## src/hw/rtl/lmds_pkg.sv

```systemverilog
`default_nettype none
// ----------------------------------------------------------------------------
// lmds_pkg
// Shared widths, reset values, register codes and the structs passed between
// the blocks of the limb to digit splitter.
// ----------------------------------------------------------------------------
package lmds_pkg;

  // field widths
  localparam int LIMB_W     = 64;
  localparam int DIGIT_W    = 63;
  localparam int IDX_W      = 12;
  localparam int WIDTH_W    = 6;
  localparam int CNT_W      = 6;
  localparam int AVAIL_W    = 7;
  localparam int M_TDATA_W  = 80;
  localparam int TDATA_PAD  = M_TDATA_W - DIGIT_W - IDX_W;

  // digit position table
  localparam int MAX_DIGITS = 4096;
  localparam int POS_W      = $clog2(MAX_DIGITS + 1);

  // configuration port
  localparam int CFG_IDX_W = 2;
  localparam logic [CFG_IDX_W-1:0] REG_DIGIT_BITS = 2'd0;
  localparam logic [CFG_IDX_W-1:0] REG_PRIME      = 2'd1;

  // reset values and limits
  localparam logic [WIDTH_W-1:0] DIGIT_BITS_RESET = 6'd32;
  localparam logic [WIDTH_W-1:0] MIN_WIDTH        = 6'd2;
  localparam logic [DIGIT_W-1:0] PRIME_RESET      = 63'd2305843009213693951;
  localparam logic [AVAIL_W-1:0] LIMB_BITS        = 7'd64;

  // request to the shared shift and merge unit
  typedef struct packed {
    logic [LIMB_W-1:0]  w;
    logic [DIGIT_W-1:0] acc;
    logic [CNT_W-1:0]   cnt;
    logic [WIDTH_W-1:0] m;
  } unit_req_t;

  // answer of the shared shift and merge unit
  typedef struct packed {
    logic [LIMB_W-1:0]  w_rest;
    logic               more_bits;
    logic [DIGIT_W-1:0] digit;
    logic [DIGIT_W-1:0] tail;
    logic [WIDTH_W-1:0] need;
  } unit_rsp_t;

  // one raw digit with its position
  typedef struct packed {
    logic [DIGIT_W-1:0] digit;
    logic [IDX_W-1:0]   index;
    logic               overflow;
    logic               neg;
  } digit_rec_t;

  // digit handed to the output register
  typedef struct packed {
    digit_rec_t rec;
    logic       run_end;
    logic       number_end;
  } out_push_t;

endpackage
`default_nettype wire

```

## src/hw/rtl/lmds_cfg.sv

```systemverilog
`default_nettype none
// ----------------------------------------------------------------------------
// lmds_cfg
// Configuration registers: digit width and negation prime. Reports a width
// write so the splitter can drop any number in progress.
// ----------------------------------------------------------------------------
module lmds_cfg (
  input  wire logic                             clk,
  input  wire logic                             rst,
  input  wire logic                             cfg_valid,
  output logic                                  cfg_ready,
  input  wire logic [lmds_pkg::CFG_IDX_W-1:0]   cfg_index,
  input  wire logic [lmds_pkg::DIGIT_W-1:0]     cfg_data,
  output logic [lmds_pkg::WIDTH_W-1:0]          digit_width,
  output logic [lmds_pkg::DIGIT_W-1:0]          prime,
  output logic                                  width_write
);
  import lmds_pkg::*;

  logic [WIDTH_W-1:0] digit_bits;
  logic               cfg_write;

  assign cfg_ready = 1'b1;
  assign cfg_write = cfg_valid && cfg_ready;

  // register writes
  always_ff @(posedge clk) begin
    if (rst) begin
      digit_bits <= DIGIT_BITS_RESET;
      prime      <= PRIME_RESET;
    end else if (cfg_write) begin
      unique case (cfg_index)
        REG_DIGIT_BITS: digit_bits <= cfg_data[WIDTH_W-1:0];
        REG_PRIME:      prime      <= cfg_data;
        default: ;
      endcase
    end
  end

  assign width_write = cfg_write && (cfg_index == REG_DIGIT_BITS);

  // widths below two act as two
  assign digit_width = (digit_bits < MIN_WIDTH) ? MIN_WIDTH : digit_bits;

endmodule
`default_nettype wire

```

## src/hw/rtl/lmds_unit.sv

```systemverilog
`default_nettype none
// ----------------------------------------------------------------------------
// lmds_unit
// Shared shift and merge unit: joins carried bits with the low bits of the
// remaining limb and shifts the consumed bits away, one digit per use.
// ----------------------------------------------------------------------------
module lmds_unit (
  input  lmds_pkg::unit_req_t req,
  output lmds_pkg::unit_rsp_t rsp
);
  import lmds_pkg::*;

  logic [WIDTH_W-1:0] need;
  logic [WIDTH_W-1:0] top_pos;
  logic [LIMB_W-1:0]  w_shl;
  logic [DIGIT_W-1:0] joined;
  logic [DIGIT_W-1:0] dmask;

  always_comb begin
    // bits still missing from the current digit
    need    = req.m - req.cnt;
    top_pos = need - 6'd1;
    // limb bits placed above the carried bits
    w_shl   = req.w << req.cnt;
    joined  = req.acc | w_shl[DIGIT_W-1:0];
    dmask   = (63'd1 << req.m) - 63'd1;

    rsp.need      = need;
    rsp.w_rest    = req.w >> need;
    // remaining value has at least need significant bits
    rsp.more_bits = (rsp.w_rest != '0) || req.w[top_pos];
    rsp.digit     = joined & dmask;
    rsp.tail      = joined;
  end

endmodule
`default_nettype wire

```

## src/hw/rtl/lmds_out.sv

```systemverilog
`default_nettype none
// ----------------------------------------------------------------------------
// lmds_out
// Output register of the digit stream; applies the negation against the
// prime as a digit is loaded.
// ----------------------------------------------------------------------------
module lmds_out (
  input  wire logic                            clk,
  input  wire logic                            rst,
  input  wire logic                            push,
  input  lmds_pkg::out_push_t                  push_data,
  input  wire logic [lmds_pkg::DIGIT_W-1:0]    prime,
  output logic                                 out_free,
  output logic                                 m_tvalid,
  input  wire logic                            m_tready,
  output logic [lmds_pkg::M_TDATA_W-1:0]       m_tdata,  // digit, digit_index, zero pad
  output logic                                 m_tlast,  // run_end
  output logic [1:0]                           m_tuser   // number_end, index_overflow
);
  import lmds_pkg::*;

  logic [DIGIT_W-1:0] digit_val;

  assign out_free = !m_tvalid || m_tready;

  // nonzero digits of a negative number become prime minus digit
  always_comb begin
    if (push_data.rec.neg && (push_data.rec.digit != '0)) begin
      digit_val = prime - push_data.rec.digit;
    end else begin
      digit_val = push_data.rec.digit;
    end
  end

  // word valid
  always_ff @(posedge clk) begin
    if (rst) begin
      m_tvalid <= 1'b0;
    end else if (push) begin
      m_tvalid <= 1'b1;
    end else if (m_tready) begin
      m_tvalid <= 1'b0;
    end
  end

  // word payload
  always_ff @(posedge clk) begin
    if (push) begin
      m_tdata <= {{TDATA_PAD{1'b0}}, push_data.rec.index, digit_val};
      m_tlast <= push_data.run_end;
      m_tuser <= {push_data.rec.overflow, push_data.number_end};
    end
  end

endmodule
`default_nettype wire

```

## src/hw/rtl/limb_to_modular_digit_split.sv

```systemverilog
`default_nettype none
// ----------------------------------------------------------------------------
// limb_to_modular_digit_split
// Splits sign-magnitude big integers, given as 64-bit limbs least
// significant first, into M-bit digits, negated against a prime for
// negative numbers.
// ----------------------------------------------------------------------------
// A limb is taken only while the splitter is idle. One shared shift and merge
// unit produces one digit per cycle while the output register is free; a word
// held by the consumer stalls it. Each limb passes through the run and done
// states before the splitter is idle again. The last digit of a limb carries
// tlast, the last digit of a number sets tuser[0], and a digit past the
// position table sets tuser[1] with index zero. Writing the digit width drops
// any number in progress.
module limb_to_modular_digit_split (
  input  wire logic                            clk,
  input  wire logic                            rst,
  // limb input
  input  wire logic                            s_tvalid,
  output logic                                 s_tready,
  input  wire logic [lmds_pkg::LIMB_W-1:0]     s_tdata,   // limb
  input  wire logic                            s_tuser,   // negative
  input  wire logic                            s_tlast,   // final_limb
  // digit output
  output logic                                 m_tvalid,
  input  wire logic                            m_tready,
  output logic [lmds_pkg::M_TDATA_W-1:0]       m_tdata,   // digit, digit_index, zero pad
  output logic                                 m_tlast,   // run_end
  output logic [1:0]                           m_tuser,   // number_end, index_overflow
  // configuration writes
  input  wire logic                            cfg_valid,
  output logic                                 cfg_ready,
  input  wire logic [lmds_pkg::CFG_IDX_W-1:0]  cfg_index,
  input  wire logic [lmds_pkg::DIGIT_W-1:0]    cfg_data
);
  import lmds_pkg::*;

  typedef enum logic [2:0] {
    ST_IDLE = 3'b001,
    ST_RUN  = 3'b010,
    ST_DONE = 3'b100
  } state_t;

  state_t             state;
  logic [LIMB_W-1:0]  w;
  logic [DIGIT_W-1:0] acc;
  logic [CNT_W-1:0]   cnt;
  logic [AVAIL_W-1:0] avail;
  logic               neg;
  logic               fin;
  logic [POS_W-1:0]   pos;
  digit_rec_t         pend;
  logic               pend_valid;

  logic [WIDTH_W-1:0] m_width;
  logic [DIGIT_W-1:0] prime;
  logic               width_write;
  logic               out_free;
  logic               accept;
  logic               step;
  logic               cont;
  logic               produce;
  logic               pos_ovf;
  logic               push;
  unit_req_t          req;
  unit_rsp_t          rsp;
  digit_rec_t         new_rec;
  out_push_t          push_data;

  lmds_cfg u_cfg (
    .clk         (clk),
    .rst         (rst),
    .cfg_valid   (cfg_valid),
    .cfg_ready   (cfg_ready),
    .cfg_index   (cfg_index),
    .cfg_data    (cfg_data),
    .digit_width (m_width),
    .prime       (prime),
    .width_write (width_write)
  );

  lmds_unit u_unit (
    .req (req),
    .rsp (rsp)
  );

  lmds_out u_out (
    .clk       (clk),
    .rst       (rst),
    .push      (push),
    .push_data (push_data),
    .prime     (prime),
    .out_free  (out_free),
    .m_tvalid  (m_tvalid),
    .m_tready  (m_tready),
    .m_tdata   (m_tdata),
    .m_tlast   (m_tlast),
    .m_tuser   (m_tuser)
  );

  assign s_tready = (state == ST_IDLE);
  assign accept   = s_tvalid && s_tready;
  assign step     = out_free;

  // shared unit inputs
  always_comb begin
    req.w   = w;
    req.acc = acc;
    req.cnt = cnt;
    req.m   = m_width;
  end

  // digit decision for this cycle
  always_comb begin
    if (fin) begin
      cont = rsp.more_bits;
    end else begin
      cont = ({1'b0, rsp.need} <= avail);
    end
    produce = (state == ST_RUN) && step && (cont || (fin && (rsp.tail != '0)));
    pos_ovf = (pos >= POS_W'(MAX_DIGITS));

    new_rec.digit    = cont ? rsp.digit : rsp.tail;
    new_rec.neg      = neg;
    new_rec.overflow = pos_ovf;
    new_rec.index    = pos_ovf ? '0 : IDX_W'(pos);
  end

  // pending digit goes out once the next decision is known
  always_comb begin
    push_data.rec        = pend;
    push_data.run_end    = (state == ST_DONE);
    push_data.number_end = (state == ST_DONE) && fin;
    push = pend_valid && step && (produce || (state == ST_DONE));
  end

  // sequencer and carried state
  always_ff @(posedge clk) begin
    if (rst) begin
      state      <= ST_IDLE;
      acc        <= '0;
      cnt        <= '0;
      pos        <= '0;
      pend_valid <= 1'b0;
    end else begin
      unique case (state)
        ST_IDLE: begin
          if (accept) begin
            w     <= s_tdata;
            avail <= LIMB_BITS;
            neg   <= s_tuser;
            fin   <= s_tlast;
            if (cnt >= m_width) begin
              acc <= '0;
              cnt <= '0;
            end
            state <= ST_RUN;
          end
        end
        ST_RUN: begin
          if (step) begin
            if (produce) begin
              pend       <= new_rec;
              pend_valid <= 1'b1;
              if (!pos_ovf) begin
                pos <= pos + POS_W'(1);
              end
            end
            if (cont) begin
              w     <= rsp.w_rest;
              avail <= avail - {1'b0, rsp.need};
              acc   <= '0;
              cnt   <= '0;
            end else begin
              if (!fin) begin
                acc <= rsp.tail;
                cnt <= CNT_W'({1'b0, cnt} + avail);
              end
              state <= ST_DONE;
            end
          end
        end
        ST_DONE: begin
          if (step) begin
            pend_valid <= 1'b0;
            if (fin) begin
              acc <= '0;
              cnt <= '0;
              pos <= '0;
            end
            state <= ST_IDLE;
          end
        end
        default: state <= ST_IDLE;
      endcase
      // a new digit width abandons the number in progress
      if (width_write) begin
        acc <= '0;
        cnt <= '0;
        pos <= '0;
      end
    end
  end

`ifndef NO_ASSERTIONS
  // no digit is left behind once a limb is finished
  a_idle_no_pend: assert property (@(posedge clk) disable iff (rst)
    (state == ST_IDLE) |-> !pend_valid)
    else $error("pending digit while idle");

  // position never passes the table size
  a_pos_range: assert property (@(posedge clk) disable iff (rst)
    pos <= POS_W'(MAX_DIGITS))
    else $error("digit position beyond table size");

  // carried bits always stay short of a full digit while working
  a_cnt_short: assert property (@(posedge clk) disable iff (rst)
    (state != ST_IDLE) |-> (cnt < m_width))
    else $error("carried bit count reached digit width");

  // overflowed digits carry index zero
  a_ovf_index: assert property (@(posedge clk) disable iff (rst)
    (m_tvalid && m_tuser[1]) |-> (m_tdata[DIGIT_W +: IDX_W] == '0))
    else $error("overflowed digit with nonzero index");
`endif

endmodule
`default_nettype wire
```

## config.mk

```make
export PLATFORM = sky130hd
export DESIGN_NAME = limb_to_modular_digit_split
export DESIGN_NICKNAME = d
export VERILOG_FILES = /design/src/hw/rtl/lmds_pkg.sv /design/src/hw/rtl/lmds_cfg.sv /design/src/hw/rtl/lmds_unit.sv /design/src/hw/rtl/lmds_out.sv /design/src/hw/rtl/limb_to_modular_digit_split.sv
export SDC_FILE = /design/constraint.sdc
export NUM_CORES = 2
export LEC_CHECK = 0
export CAP_MARGIN = 20
export CORE_UTILIZATION = 40
export DETAILED_ROUTE_END_ITERATION = 10
export DONT_BUFFER_PORTS = 1
export HOLD_SLACK_MARGIN = 0.08
export SYNTH_ARGS = -nofsm -noshare
export SYNTH_HDL_FRONTEND = slang
export SYNTH_SLANG_ARGS = --single-unit
```

## constraint.sdc

```tcl
create_clock -name clk -period 33.8 [get_ports clk]
set_input_delay 6.76 -clock clk [delete_from_list [all_inputs] [get_ports clk]]
set_output_delay 6.76 -clock clk [all_outputs]
set_load 0.02 [all_outputs]
```

==> summary.md <==
| Metric | Value |
|---|---|
| Largest family of logic cells by synthesized area | multiplexers |
| Synth Area in Adders | about 3.6% |
| Starting Density | 40.5% |
| Critical Path RT | 34.03 ns |
| R2R Path End | u_out.m_tdata[8] |
| First-pass GRT wire length | 163 mm |
| Largest net degree at the start of global routing | 83 |
| Peak supply drop | 0.0000387 V |
| Root buf cell | clkbuf_16 |
| Mux contribution to synthesized area | between 20% and 30% |
| Sequential-to-total area share from yosys stat | 32.4% |
| HPWL Detailed | just over 80 mm |
| Total global routing overflow | 0 |
| DRT antenna net count | 0 |
| Share of cells above drive strength 1 | 12.3% |
| Clk_skew | 0.0260 ns |
| Crit path buf inv count | 5 |
| Chip height | 279 um |
| Number of cell rows | between 100 and 150 |
| Mapped Avg Cell Area | 9.04 um^2 |
| Power Total | about 0.0013 W |
| Skew-Pair Late Insertion Delay | ~0.60 ns |
| Hold Crit Class | flip-flop to flip-flop |
| CP most frequent cell | buf_4 |
| RR Startpoint | u_cfg.digit_bits[5] |
| CTS buffer count | 43 |
| Critical Path AT | 9.45 ns |
| Hold path cells | 0 |
| Area grow syn2layout | 6.64% |
| Startpoint types | flip-flop |
| WL/cell | around 26 um |
| Async SR Flop Fraction | 0% |
| Number of distinct library cells after synthesis | 94 |
| CTS tree | yes |
| Via count | 27000 |
| PostCTS Resize Cnt | 0 |
| # H-tree levels | 2 |
| Mapped cell area | 30800 um^2 |
| Slowest CP cell | fa_4 |
| Compound-Gate Fraction of Synth Area | 17.6% |
| Crit-path leading delay family | compound AO/OA/AOI/OAI gates |
| Core area | between 70000 and 80000 um^2 |
| Num ports | 222 |
| DR pass1 iterations | 6 |
| Initial DRC Count | 3062 |
| Fin crit period | about 9.2 ns |
| Ant. Diodes | 0 |
| Leak | roughly 12 nW |
| Hold EP | u_out.m_tdata[65] |
| Critical path type | flip-flop to flip-flop |
| Crit. End Element | flip-flop |
| Reg2Reg Depth | 21 |
| Placed Area | 31400 um^2 |
| Cell count after synthesis | 3403 |
| Number of nets in the layout | 3430 |
| Status | finished clean |
| Pwr Density | 39.4 nW/um^2 |
| Number of global-route vias before repair | 25300 |
| Setup Viol. Count Final | 0 |
| Number of max-cap violations | 0 |
| CTS Hold Bufs | 0 |
| GRT Overall Usage | 27.4% |
| Die area | between 70000 and 80000 um^2 |
| Largest stage delay, worst path | between 0.9 and 1 ns |
| Worst-path cell chain | buf_4 > nor2_1 > nand2_1 > o21ai_0 > ha_4 > inv_1 > fa_4 > buf_4 > mux2_2 > o21a_1 > mux4_2 > nor3b_1 > o2111ai_1 > a2111oi_0 > nand4_1 > nor4_2 > a21boi_4 > buf_4 > o211ai_1 > a21oi_4 > buf_4 |
| Number of synthesized flops with an enable pin | 228 |
| Max Clock Freq | 0.108 GHz |
| Clk slew on worst S/H paths | 0.06 ns |
| Synth Area in Simple Gates | 18.4% |
| Final Hold Viols | 0 |
| Initial antenna violation count | 2 |
| Yosys warnings | 0 |
| Tightest Pin Transition | 1.13 ns |
| Post-detailed-route via-to-cell ratio | about 6.3 |
| Total wire length | 110 mm |
| #FFs+latches synth | 384 |
| R2r setup slk | between 20 and 25 ns |
| Slew Limit Headroom | a little under a quarter |
| Xor and xnor area share after synthesis | 2.21% |
| GP Congestion | 1.02 |
| Final Instance Area | 32800 um^2 |
| Top FF cell, synth | edfxtp_1 |
| Drc violations | 0 |
| Max Slew Vio Count | 0 |
| HP Start | pend[4] |
| Postcts setup bufs | 0 |
| Hold_ws | 0.419 ns |
| RSZ-0062 raised after global routing | no |
| PortBufs | 0 |
| Sink Count | between 300 and 400 |
| Period utilization | a little over a quarter |
| Fin Setup TNS | 0 ns |
| Die Wd | 279 um |
| Critical path peak fanout | 64 |
| Clk buf depth | 3 |
-- cell type report --
class                      instances  area, um^2
clock buffer                      55        1170
sequential                       384        9980
tap                             1030        1290
timing repair buffer              50         375
multi-input combinational       2620       19300
clock inverter                    22         234
inverter                         112         420
fill                            7477       43300
-- through the flow --
step                cells  utilization, %  worst slack (ns)
floorplan            3409               -             21.15
global placement     4195            41.3             24.28
detailed placement   4195            41.3             24.23
CTS                  4272            43.1             24.73
global route         4273            43.1             24.09
finish               4273            43.1             24.58
-- power by group --
part	switching, W	total (W)	leakage (nW)	internal (W)
combinational	0.000180	0.000285	8.12	0.000105
sequential	0.0000219	0.000529	3.36	0.000507
clock	0.000207	0.000478	0.679	0.000271
total	0.000409	0.00129	12.2	0.000883
-- flip-flops by register name (all words and copies together) (netlist names) --
signal and flops:
u_out.m_tlast 1, u_out.m_tvalid 1, avail 7, u_cfg.prime 63, pend_valid 1, fin 1, acc 63, cnt 6
state 3, pend 77, neg 1, pos 13, u_cfg.digit_bits 6, u_out.m_tdata 75, u_out.m_tuser 2, w 64
-- synthesized netlist by cell type, drive strengths merged, types with 25 or more instances --
cell / n / share of area [%]
o21ai: 220 / 3.6
a21o: 50 / 1.2
dfxtp: 156 / 10
nand2b: 31 / 0.63
nor2b: 33 / 0.67
o2bb2ai: 31 / 0.90
ha: 79 / 3.2
mux2: 50 / 1.8
clkbuf: 164 / 2.0
mux2i: 171 / 5.6
nand3: 65 / 1.1
o31ai: 25 / 0.61
a22o: 39 / 1.1
inv: 111 / 1.4
nor2: 211 / 2.6
xor2: 34 / 0.99
mux4: 177 / 13
nor4: 41 / 0.85
xnor2: 42 / 1.2
nor3: 60 / 0.98
o211ai: 31 / 0.76
edfxtp: 228 / 22
a21oi: 222 / 3.6
buf: 129 / 2.0
nand3b: 67 / 1.6
nand2: 563 / 6.9
-- routing by layer --
layer	vias up	routed length, um	part of all wire (%)	global-route usage, %
met2	1406	51200	47	44.7
met1	13100	43100	39	35.0
li1	12300	-	-	-
met3	303	9080	8.3	4.48
met5	-	0	0	0
met4	0	6280	5.7	14.0
-- cell families (layout without fill, tap and decap cells) --
group,count (synthesis),count (layout)
adders and majority gates,88,88
xor gates and xnor gates,76,76
other,2,8
muxes,398,398
AOI/OAI and AO/OA,841,841
DFF,384,384
buffers and inverters,405,239
and+or+nand+nor,1209,1209
-- worst max-delay path by stage --
stage,endpoint,depth (start not counted),slack (ns),startpoint
after floorplan,avail[0],4,21.15,m_tready
after global placement,cnt[0],7,24.28,m_tready
after detailed placement,cnt[1],7,24.23,m_tready
after CTS,u_out.m_tdata[10],21,24.73,u_cfg.digit_bits[4]
after global routing,u_out.m_tdata[8],22,24.09,u_cfg.digit_bits[4]
final,u_out.m_tdata[8],21,24.58,u_cfg.digit_bits[5]
-- cell usage in the layout, fill, tap and decap left out, types with 23 or more instances in the layout --
master,count
a22o_1,39
nor3_1,59
mux2i_1,171
buf_4,49
mux4_2,177
mux2_2,50
nand2_1,563
inv_1,109
nand3b_1,67
a21o_1,50
dfxtp_1,152
o31ai_1,25
nor2b_1,32
xor2_1,31
ha_1,78
o21ai_0,212
nand3_1,64
nor4_1,40
o2bb2ai_1,30
a21oi_1,220
o211ai_1,31
edfxtp_1,228
nor2_1,209
nand2b_1,30
clkbuf_16,44
xnor2_1,39
and2_1,23
Note: power is estimated with default switching activity, not from simulation.
